[src/hdl/gbnb_pkg.sv]
// Package for the Gaussian blur block: kernel tables, state codes and the
// command/status structs shared by controller and datapath. No dependencies.
`timescale 1ns / 1ps
package gbnb_pkg;

    localparam int MAX_HEIGHT = 1024;

    // Controller state codes
    localparam logic [2:0] ST_IDLE  = 3'd0;
    localparam logic [2:0] ST_WRITE = 3'd1;
    localparam logic [2:0] ST_ACCUM = 3'd2;
    localparam logic [2:0] ST_DIV   = 3'd3;
    localparam logic [2:0] ST_OUT   = 3'd4;

    // Configuration register indexes
    localparam logic [1:0] CFG_MODE   = 2'd0;
    localparam logic [1:0] CFG_WIDTH  = 2'd1;
    localparam logic [1:0] CFG_HEIGHT = 2'd2;

    // Kernel weights; 3x3 kernel uses row*3+col, 7x7 uses row*7+col
    function automatic logic [6:0] f_k3(input logic [3:0] idx);
        logic [6:0] v;
        unique case (idx)
            4'd4:                     v = 7'd4;
            4'd1, 4'd3, 4'd5, 4'd7:   v = 7'd2;
            default:                  v = 7'd1;
        endcase
        return v;
    endfunction

    function automatic logic [6:0] f_k7(input logic [5:0] idx);
        logic [6:0] v;
        unique case (idx)
            6'd3, 6'd8, 6'd12, 6'd21, 6'd27, 6'd36, 6'd40, 6'd45: v = 7'd5;
            6'd9, 6'd11, 6'd15, 6'd19, 6'd29, 6'd33, 6'd37, 6'd39: v = 7'd18;
            6'd10, 6'd22, 6'd26, 6'd38:                           v = 7'd32;
            6'd16, 6'd18, 6'd30, 6'd32:                           v = 7'd64;
            6'd17, 6'd23, 6'd24, 6'd25, 6'd31:                    v = 7'd100;
            default:                                              v = 7'd0;
        endcase
        return v;
    endfunction

    // Controller to datapath commands
    typedef struct packed {
        logic store;     // write the accepted pixel to the line store
        logic start;     // begin a window pass
        logic step;      // take one window tap
        logic div_start; // load the divider
        logic div_step;  // one quotient bit
        logic load_out;  // move the quotient to the output register
    } t_cmd;

    // Datapath to controller status
    typedef struct packed {
        logic emit;      // the item yields a result
        logic tap_last;  // last window tap in flight
        logic div_done;  // quotient complete
        logic out_busy;  // output register holds an item that is not taken this cycle
    } t_status;

endpackage

[src/hdl/gbnb_ctrl.sv]
// Controller state machine for the Gaussian blur block.
// Depends on gbnb_pkg for state codes and command/status structs.
`timescale 1ns / 1ps
module gbnb_ctrl (
    input  logic              i_clk,
    input  logic              i_rst_n,
    input  logic              i_in_valid,
    input  logic              i_restart,
    input  gbnb_pkg::t_status i_status,
    output logic              o_in_ready,
    output gbnb_pkg::t_cmd    o_cmd
);
    import gbnb_pkg::*;

    logic [2:0] r_state, n_state;

    // Next state and commands
    always_comb begin
        n_state = r_state;
        o_cmd = '0;
        o_in_ready = 1'b0;
        unique case (r_state)
            ST_IDLE: begin
                o_in_ready = 1'b1;
                if (i_in_valid) begin
                    o_cmd.store = 1'b1;
                    n_state = ST_WRITE;
                end
            end
            ST_WRITE: begin
                if (i_status.emit) begin
                    o_cmd.start = 1'b1;
                    n_state = ST_ACCUM;
                end else begin
                    n_state = ST_IDLE;
                end
            end
            ST_ACCUM: begin
                o_cmd.step = 1'b1;
                if (i_status.tap_last) begin
                    n_state = ST_DIV;
                end
            end
            ST_DIV: begin
                if (!i_status.div_done) begin
                    o_cmd.div_step = 1'b1;
                end else begin
                    n_state = ST_OUT;
                end
            end
            ST_OUT: begin
                if (!i_status.out_busy) begin
                    o_cmd.load_out = 1'b1;
                    n_state = ST_IDLE;
                end
            end
            default: n_state = ST_IDLE;
        endcase
        if (r_state == ST_ACCUM && i_status.tap_last) begin
            o_cmd.div_start = 1'b1;
        end
    end

    always_ff @(posedge i_clk) begin
        if (!i_rst_n || i_restart) begin
            r_state <= ST_IDLE;
        end else begin
            r_state <= n_state;
        end
    end

    // A result pass always runs from start into the accumulation state
    assert property (@(posedge i_clk) disable iff (!i_rst_n)
        (r_state == ST_WRITE && i_status.emit && !i_restart) |=> r_state == ST_ACCUM)
        else $error("window pass did not start");
    // Items are taken only in the idle state
    assert property (@(posedge i_clk) disable iff (!i_rst_n)
        o_in_ready |-> r_state == ST_IDLE)
        else $error("ready outside idle");
    // The output register is loaded only when free
    assert property (@(posedge i_clk) disable iff (!i_rst_n)
        o_cmd.load_out |-> !i_status.out_busy)
        else $error("output overwritten");
endmodule

[config.mk]
export PLATFORM = sky130hd
export DESIGN_NAME = gbnb_ctrl
export DESIGN_NICKNAME = d
export VERILOG_FILES = /design/src/hdl/gbnb_pkg.sv /design/src/hdl/gbnb_ctrl.sv
export SDC_FILE = /design/constraint.sdc
export NUM_CORES = 1
export LEC_CHECK = 0
export BUFFER_PORTS_ARGS = -buffer_cell sky130_fd_sc_hd__buf_2
export CELL_PAD_IN_SITES_DETAIL_PLACEMENT = 1
export CELL_PAD_IN_SITES_GLOBAL_PLACEMENT = 2
export CORE_UTILIZATION = 14
export CTS_CLUSTER_SIZE = 14
export DETAILED_ROUTE_END_ITERATION = 16
export PLACE_DENSITY_LB_ADDON = 0.1
export REMOVE_ABC_BUFFERS = 1
export SYNTH_ARGS = -nofsm -noshare
export SYNTH_HDL_FRONTEND = slang
export SYNTH_SLANG_ARGS = --single-unit
[constraint.sdc]
create_clock -name i_clk -period 1 [get_ports i_clk]
set_input_delay 0.25 -clock i_clk [delete_from_list [all_inputs] [get_ports i_clk]]
set_output_delay 0.25 -clock i_clk [all_outputs]
set_load 0.005 [all_outputs]
Word level (Yosys, flattened, before mapping)
Cells that the tools add are included.

Equality and inequality tests: 8. Mux-type cells: 17. Reduce and logical (&&, ||, !) cells: 5.

Operators by type and width (number): 3-bit one-hot mux with 5 select lines (1); 3-bit two-way mux (4); 1-bit two-way mux (11); 2-bit != test, second input constant (4); 3-bit by 2-bit == test with 1-bit output, second input constant (2); 4-bit AND reduction (1); 3-bit by 1-bit == test with 1-bit output, second input constant (1); 3-bit == test, second input constant (1); 3-bit logical NOT (1); 2-bit two-way mux (1); 1-bit logical AND (1); 1-bit logical NOT (1); 1-bit logical OR (1).

Bits in registers: 3. Input bits: 8. Output and inout bits: 7. Logic and storage cells: 31.

Logic depth before layout (Yosys ltp)
Gate-level depths: netlist of the first run.

Depth in word-level cells: 3. Mapped depth: 3. Depth with buffers taken out: 3.

Worst setup path after synthesis of the first run
Ideal clock, no wire load.

Path kind: flip-flop to output port. Start: reg r_state[1]. End: out o_cmd[2] (netlist bit). Arrival time: 770 ps. Data required time: 750 ps. Path slack: -20 ps. Cell stages (with the launch flop): 3. Path buffers: 0. Cell sequence: dfxtp_1 > nor2b_1 > and3_1.

RTL lines: start: declaration (RTL line gbnb_ctrl.sv:15) `logic [2:0] r_state, n_state;`; start signal: assignment (RTL line gbnb_ctrl.sv:68) `r_state <= n_state;`; end: declaration (RTL line gbnb_ctrl.sv:11) `output gbnb_pkg::t_cmd o_cmd`.

==> summary.md, run 1 <==
| Metric | Value |
|---|---|
| Antenna Cells | `0` |
| Yosys top cell by area | `dfxtp_1` |
| Biggest register | `r_state` |
| Top post-synthesis cells by area | `dfxtp_1 31%, a21oi_1 10%, a2111oi_2 7.8%` |
| Violated checks | `negative setup slack` |
| CTS clock-pin slew for the worst setup and hold paths | `0.04 ns` |
| Period Utilization, post-route | `127%` |
| HPWL Detailed | `553 um` |
| Final ANT Viol Nets | `0` |
| CTS hold repair buffers | `0` |
| Pre-Repair DR Iteration Count | `2` |
| Root Buffer | `clkbuf_4` |
| Tot GR Track Use | `10.9%` |
| Max Buffers Root-to-Sink | `2` |
| Hold Crit Depth | `3` |
| Worst path depth | `3` |
| Post-Syn Instances | `26` |
| DR vias/cell | `4.30` |
| Hold crit path type | `in -> reg` |
| DRT iter0 DRCs | `7` |
| Worst Path Max Fanout | `6` |
| Reg2reg path depth | `6` |
| H-tree depth | `1` |
| Synth unique cells | `14` |
| Antenna violations before repair | `0` |
| Core ar. | `0.00128 mm^2` |
| Slew Limit Fails | `0` |
| Vias in the first global route | `between 200 and 300` |
| Headroom to the max-slew limit | `between 80% and 90%` |
| Place WS | `-0.148 ns` |
| Clock Sinks | `3` |
| Die Width | `39.1 um` |
| Final setup violation count | `9` |
| Worst-Skew Late Latency | `0.23 ns` |
| Final hold vios | `0` |
| YS warnings | `0` |
| Maxcap violations | `0` |
| Nets | `60` |
| Vias | `284` |
| Least-Margin Pin Slew | `0.250 ns` |
| Cell breakdown of the critical path | `nor2b_4 -> and3_1 -> buf_2` |
| CP delay by family, top | `flip-flops` |
| Layout area overhead | `118%` |
| CP Buf/Inv Count | `1` |
| Leak pwr | `0.195 nW` |
| Largest net degree at the start of global routing | `7` |
| Routability congestion estimate | `approximately 0.60` |
| Die area | `0.00153 mm^2` |
| Total Power | `0.394 mW` |
| Drt drc | `0` |
| Critical path class | `reg -> out` |
| Post-synth top area share | `31.2%` |
| Startpoint types | `flip-flop` |
| Setup slack after layout | `-0.271 ns` |
| CP arrival | `1.02 ns` |
| WL/cell | `11.0 um` |
| DP Area | `312 um^2` |
| Status | `complete, but fails checks` |
| Die H | `between 30 and 40 um` |
| Yosys reg bits | `3` |
| WHS | `0.314 ns` |
| Ports | `15` |
| Cell Pwr Density | `939 mW/mm^2` |
| I/O Buffers | `14` |
| Share of layout cells above drive strength 1 | `70.6%` |
| CTS Buf Count | `3` |
| Initial Util | `15.0%` |
| Worst Skew | `about 0.002 ns` |
| Max Clock Freq | `0.787 GHz` |
| Register area share after synthesis | `31.2%` |
| Most frequent cells in the layout | `14 x buf_2, 6 x buf_4, 4 x nor2_1` |
| Post-route minimum period | `approximately 1.3 ns` |
| Syn Area/Cell | `7.41 um^2` |
| CTS tree | `built` |
| Largest register FFs | `3` |
| FP Rows | `13` |
| Worst path required time | `~0.75 ns` |
| First-pass GRT wire length | `1120 um` |
| Drt total wl | `727 um` |
| RSZ-0062 raised after global routing | `true` |
| Worst VDD drop | `roughly 890 uV` |
| Crit. End Element | `output port` |
| Grt ovf | `0` |
| CP max stage delay | `a little under 0.4 ns` |
| Final instance area | `419 um^2` |
| Commonest non-fill, non-tap cell in the layout | `buf_2` |
| Top Registers | `r_state (3)` |
| Netlist area before placement | `193 um^2` |
| Slowest library cell on the worst path | `dfxtp_4` |
metrics by stage:
stage / TNS (ns) / util, % / std cells
final: -1.82 / 32.6 / 66
after global placement: -0.420 / 24.2 / 59
after global routing: -2.34 / 32.6 / 66
after CTS: -1.78 / 31.7 / 65
after detailed placement: -0.625 / 24.2 / 59
after floorplan: -0.0381 / - / 26
worst paths after layout:
kind / to / startpoint / slack, ns
max reg2reg: r_state[1]$_SDFFE_PP0P_ / r_state[1]$_SDFFE_PP0P_ / -0.18
min: r_state[2]$_SDFFE_PP0P_ / i_status[0] / 0.31
max: o_cmd[2] / r_state[1]$_SDFFE_PP0P_ / -0.27
min reg2reg: r_state[0]$_SDFFE_PP0P_ / r_state[2]$_SDFFE_PP0P_ / 0.60
cell usage after synthesis (all sizes together):
cell	n
a2111oi	1
a21oi	4
and2	1
and2b	1
and3	1
and4bb	1
dfxtp	3
inv	1
nand2	2
nand2b	2
nand3	2
nor2	4
nor2b	1
nor3	2
power breakdown:
group / switching, mW / internal, mW
registers: 0.00562 / 0.116
clock network: 0.0586 / 0.149
logic: 0.0282 / 0.0354
total: 0.0924 / 0.301
worst reg2reg max path: cells and delay by family, from the launching register on:
family / cells / cell delay (ns)
compound gates: 1 / 0.14
buf+inv: 3 / 0.37
flops: 1 / 0.37
simple gates: 2 / 0.19
what timing repair did:
| action | 4_1_cts | 5_1_grt |
|---|---|---|
| gates resized for setup | 16 | 1 |
| setup endpoints to repair | 10 | 10 |
| buffers inserted | 2 | 1 |
| pin swaps | 8 | 6 |
| gates cloned | 0 | 0 |
area by class of cell:
cell class	count	area [um^2]
tap	15	18.8
sequential	3	71.3
inverter	1	3.75
multi-input combinational	22	173
clock buffer	4	26.3
timing repair buffer	21	126
fill	168	866
cells by family after synthesis:
family          Yosys count  synth area share (%)
flops                     3                  31.2
simple gates             17                  48.7
compound gates            5                  18.2
buf+inv                   1                  1.95
routing by layer:
metal | vias to the layer above | track usage [%] | share of wire [%]
met5 | - | 0 | 0
li1 | 144 | - | -
met3 | 0 | 3.47 | 5.9
met1 | 130 | 12.6 | 44
met2 | 10 | 19.2 | 50
met4 | 0 | 2.59 | 0
Note: power is estimated with default switching activity, not from simulation.
==> inputs of run 2 (changes only) <==
- ABC_AREA: default -> 1
- CORE_ASPECT_RATIO: default -> 1.2
==> run 2 against run 1 <==
- the flow still finishes with violations (negative setup slack)
- synthesized cell count grew 54%
- final area increased by 26%
- via count is 25% higher
- critical endpoint is now o_cmd[5]
- largest cell class unchanged
- highest routed layer is now met4
==> summary.md, run 2 <==
| Metric | Value |
|---|---|
| HPWL Detailed | `603 um (was 553 um)` |
| Asr flop ratio synth | `0% (unchanged)` |
| Yosys reg bits | `3 (unchanged)` |
| CTS clock-pin slew for the worst setup and hold paths | `0.04 ns (about the same)` |
| Tot GR Track Use | `11.4% (was 10.9%)` |
| Synth top cells by count | `10 x nand2_1, 9 x inv_1, 7 x nor2_1 (was 4 x a21oi_1, 4 x nor2_1, 3 x dfxtp_1)` |
| CP max stage delay | `0.36 ns (was 0.39 ns)` |
| Status | `complete, but fails checks (unchanged)` |
| Post-synthesis mux area share | `0% (unchanged)` |
| Complex-gate fraction of the synthesized area | `6.82% (was 18.2%)` |
| Die Width | `38.2 um (was 39.1 um)` |
| Drt drc | `0 (unchanged)` |
| Vias in the first global route | `364 (was 263)` |
| Final hold vios | `0 (unchanged)` |
| DRT iter0 DRCs | `0 (was 7)` |
| Worst Path Max Fanout | `4 (was 6)` |
| Final ANT Viol Nets | `0 (unchanged)` |
| Total Power | `0.471 mW (was 0.394 mW)` |
| FP Rows | `15 (was 13)` |
| Startpoint types | `flip-flop (unchanged)` |
| Pre-Repair DR Iteration Count | `1 (was 2)` |
| Worst reg2reg path endpoint | `r_state[2]$_SDFFE_PP0P_ (was r_state[1]$_SDFFE_PP0P_)` |
| Root Buffer | `clkbuf_4 (unchanged)` |
| Register area share after synthesis | `27.3% (was 31.2%)` |
| Syn Area/Cell | `5.51 um^2 (was 7.41 um^2)` |
| Top Registers | `r_state (3) (unchanged)` |
| Largest net degree at the start of global routing | `6 (was 7)` |
| H-tree depth | `1 (unchanged)` |
| Die H | `45.4 um (was 39.1 um)` |
| Crit. End Element | `output port (unchanged)` |
| Synth Flop Type | `dfxtp_1 (unchanged)` |
| Routability congestion estimate | `0.705 (was 0.604)` |
| Worst path required time | `0.75 ns (about the same)` |
| Period Utilization, post-route | `127% (about the same)` |
| Antenna Cells | `0 (unchanged)` |
| CP arrival | `1.02 ns (about the same)` |
| Final core utilization | `36.6% (was 32.6%)` |
| Share of layout cells above drive strength 1 | `76.1% (was 70.6%)` |
| R2R Setup Slk | `-0.12 ns (was -0.18 ns)` |
| Post-route minimum period | `1.27 ns (about the same)` |
| Hold crit path type | `in -> reg (unchanged)` |
| Synth unique cells | `10 (was 14)` |
| Worst VDD drop | `638 uV (was 887 uV)` |
| Grt ovf | `0 (unchanged)` |
| Least-Margin Pin Slew | `0.186 ns (was 0.250 ns)` |
| DR vias/cell | `4.21 (was 4.30)` |
| Violated checks | `negative setup slack (unchanged)` |
| Worst-Skew Late Latency | `0.23 ns (about the same)` |
| Vias | `354 (was 284)` |
| Hold Crit Depth | `4 (was 3)` |
| Most frequent cells in the layout | `14 x buf_2, 8 x inv_1, 7 x buf_4 (was 14 x buf_2, 6 x buf_4, 4 x nor2_1)` |
| Cell Pwr Density | `890 mW/mm^2 (was 939 mW/mm^2)` |
| Final setup violation count | `10 (was 9)` |
| Maxcap violations | `0 (unchanged)` |
| Slowest library cell on the worst path | `dfxtp_4 (unchanged)` |
| Top post-synthesis cells by area | `dfxtp_1 27%, nand2_1 17%, inv_1 15% (was dfxtp_1 31%, a21oi_1 10%, a2111oi_2 7.8%)` |
| Layout fillers | `192 (was 168)` |
| Slew Limit Fails | `0 (unchanged)` |
| Max Buffers Root-to-Sink | `2 (unchanged)` |
| CTS tree | `built (unchanged)` |
| Die area | `0.00174 mm^2 (was 0.00153 mm^2)` |
| Yosys top cell by area | `dfxtp_1 (unchanged)` |
| Drt total wl | `863 um (was 727 um)` |
| Post-synth EDFFs | `0 (unchanged)` |
| Initial Util | `15.2% (was 15.0%)` |
| I/O Buffers | `14 (unchanged)` |
| Hold EP | `r_state[1]$_SDFFE_PP0P_ (was r_state[2]$_SDFFE_PP0P_)` |
| Worst Skew | `0.00271 ns (was 0.00202 ns)` |
| Post-synth top area share | `27.3% (was 31.2%)` |
| Ports | `15 (unchanged)` |
| Post-Syn Instances | `40 (was 26)` |
| CTS Buf Count | `3 (unchanged)` |
| First-pass GRT wire length | `1340 um (was 1120 um)` |
| Biggest register | `r_state (unchanged)` |
| CTS hold repair buffers | `0 (unchanged)` |
| Hold Path Origin | `i_restart (was i_status[0])` |
| Post-synthesis xor/xnor area fraction | `0% (unchanged)` |
| Layout area overhead | `140% (was 118%)` |
| Simple logic cell fraction of the synthesized area | `48.9% (was 48.7%)` |
| Antenna violations before repair | `0 (unchanged)` |
| WL/cell | `10.3 um (was 11.0 um)` |
| Largest register FFs | `3 (unchanged)` |
| Post-synthesis adder-cell area fraction | `0% (unchanged)` |
| Commonest non-fill, non-tap cell in the layout | `buf_2 (unchanged)` |
| Headroom to the max-slew limit | `87.5% (was 83.3%)` |
| Reg2reg path depth | `7 (was 6)` |
| Max Clock Freq | `0.786 GHz (was 0.787 GHz)` |
| Netlist area before placement | `220 um^2 (was 193 um^2)` |
| Critical path class | `reg -> out (unchanged)` |
| Clock Sinks | `3 (unchanged)` |
| RSZ-0062 raised after global routing | `true (unchanged)` |
| Nets | `76 (was 60)` |
| Leak pwr | `0.279 nW (was 0.195 nW)` |
| Setup slack after layout | `-0.272 ns (was -0.271 ns)` |
| Top-count cell post-synth | `nand2_1` |
| Largest family of logic cells by synthesized area | `simple AND/OR/NAND/NOR gates (unchanged)` |
| Reg-to-Reg Start | `r_state[2]$_SDFFE_PP0P_ (was r_state[1]$_SDFFE_PP0P_)` |
| Core ar. | `0.00145 mm^2 (was 0.00128 mm^2)` |
| Cell breakdown of the critical path | `nor2_4 -> nand2_2 -> nor2_1 -> buf_2 (was nor2b_4 -> and3_1 -> buf_2)` |
| YS warnings | `0 (unchanged)` |
run 2: changes by cell type after synthesis, sizes merged, moves of 2 or more:
cell	change
nand3	+2
nor3	-2
nand2	+8
inv	+9
nor2	+5
nand2b	-2
run 2: cell type report:
type | instances | area (um^2) | area share [%]
inverters | 10 | 40.0 | 7.57
multi-input cells | 27 | 225 | 42.6
well taps | 17 | 21.3 | 4.02
repair buffers | 23 | 145 | 27.4
clock buffers | 4 | 26.3 | 4.96
flip-flops and latches | 3 | 71.3 | 13.5
run 2: worst max path at each step:
stage | from | endpoint | slack, ns | depth (start not counted)
2_1_floorplan | r_state[1]$_SDFFE_PP0P_ | r_state[0]$_SDFFE_PP0P_ | 0.04 | 7
3_3_place_gp | r_state[0]$_SDFFE_PP0P_ | o_cmd[0] | -0.10 | 3
3_5_place_dp | r_state[1]$_SDFFE_PP0P_ | o_cmd[1] | -0.13 | 5
4_1_cts | r_state[0]$_SDFFE_PP0P_ | o_cmd[2] | -0.27 | 4
5_1_grt | r_state[2]$_SDFFE_PP0P_ | o_cmd[2] | -0.34 | 4
6_report | r_state[2]$_SDFFE_PP0P_ | o_cmd[5] | -0.27 | 4
run 2: what timing repair did:
action | 4_1_cts | 5_1_grt
pin swaps | 7 | 7
setup endpoints to repair | 10 | 10
setup buffers | 4 | 0
gates resized for setup | 23 | 13
cloned | 0 | 0
run 2: metal layers:
| metal | global-route usage, % | routed length, um | vias up |
|---|---|---|---|
| li1 | - | - | 175 |
| met5 | 0 | 0 | - |
| met3 | 4.41 | 41 | 2 |
| met1 | 9.94 | 304 | 165 |
| met2 | 22.4 | 508 | 12 |
| met4 | 4.29 | 9 | 0 |
run 2: through the flow:
stage	setup TNS [ns]	hold WS [ns]	worst slack [ns]	area [um^2]	instances
floorplan	0	0.419	0.0420	220	40
CTS	-1.97	0.282	-0.269	478	84
finish	-2.04	0.300	-0.272	529	84
detailed placement	-0.899	0.536	-0.133	349	76
global placement	-0.683	0.530	-0.103	349	76
global route	-2.63	0.320	-0.337	529	84
run 2: worst max-delay path, delay by kind of cell, from the launching register on:
family	cells	cell delay (ns)
flops	1	0.36
simple gates	3	0.31
buf+inv	1	0.12
run 2: cell families after synthesis:
group,after synthesis
flip-flops,3
buffers and inverters,10
AO/OA/AOI/OAI,3
AND/OR/NAND/NOR,24
run 2: power by group:
part | switching, mW | internal, mW | total, mW
registers | 0.0104 | 0.120 | 0.131
clock network | 0.0593 | 0.149 | 0.208
logic | 0.0684 | 0.0632 | 0.132
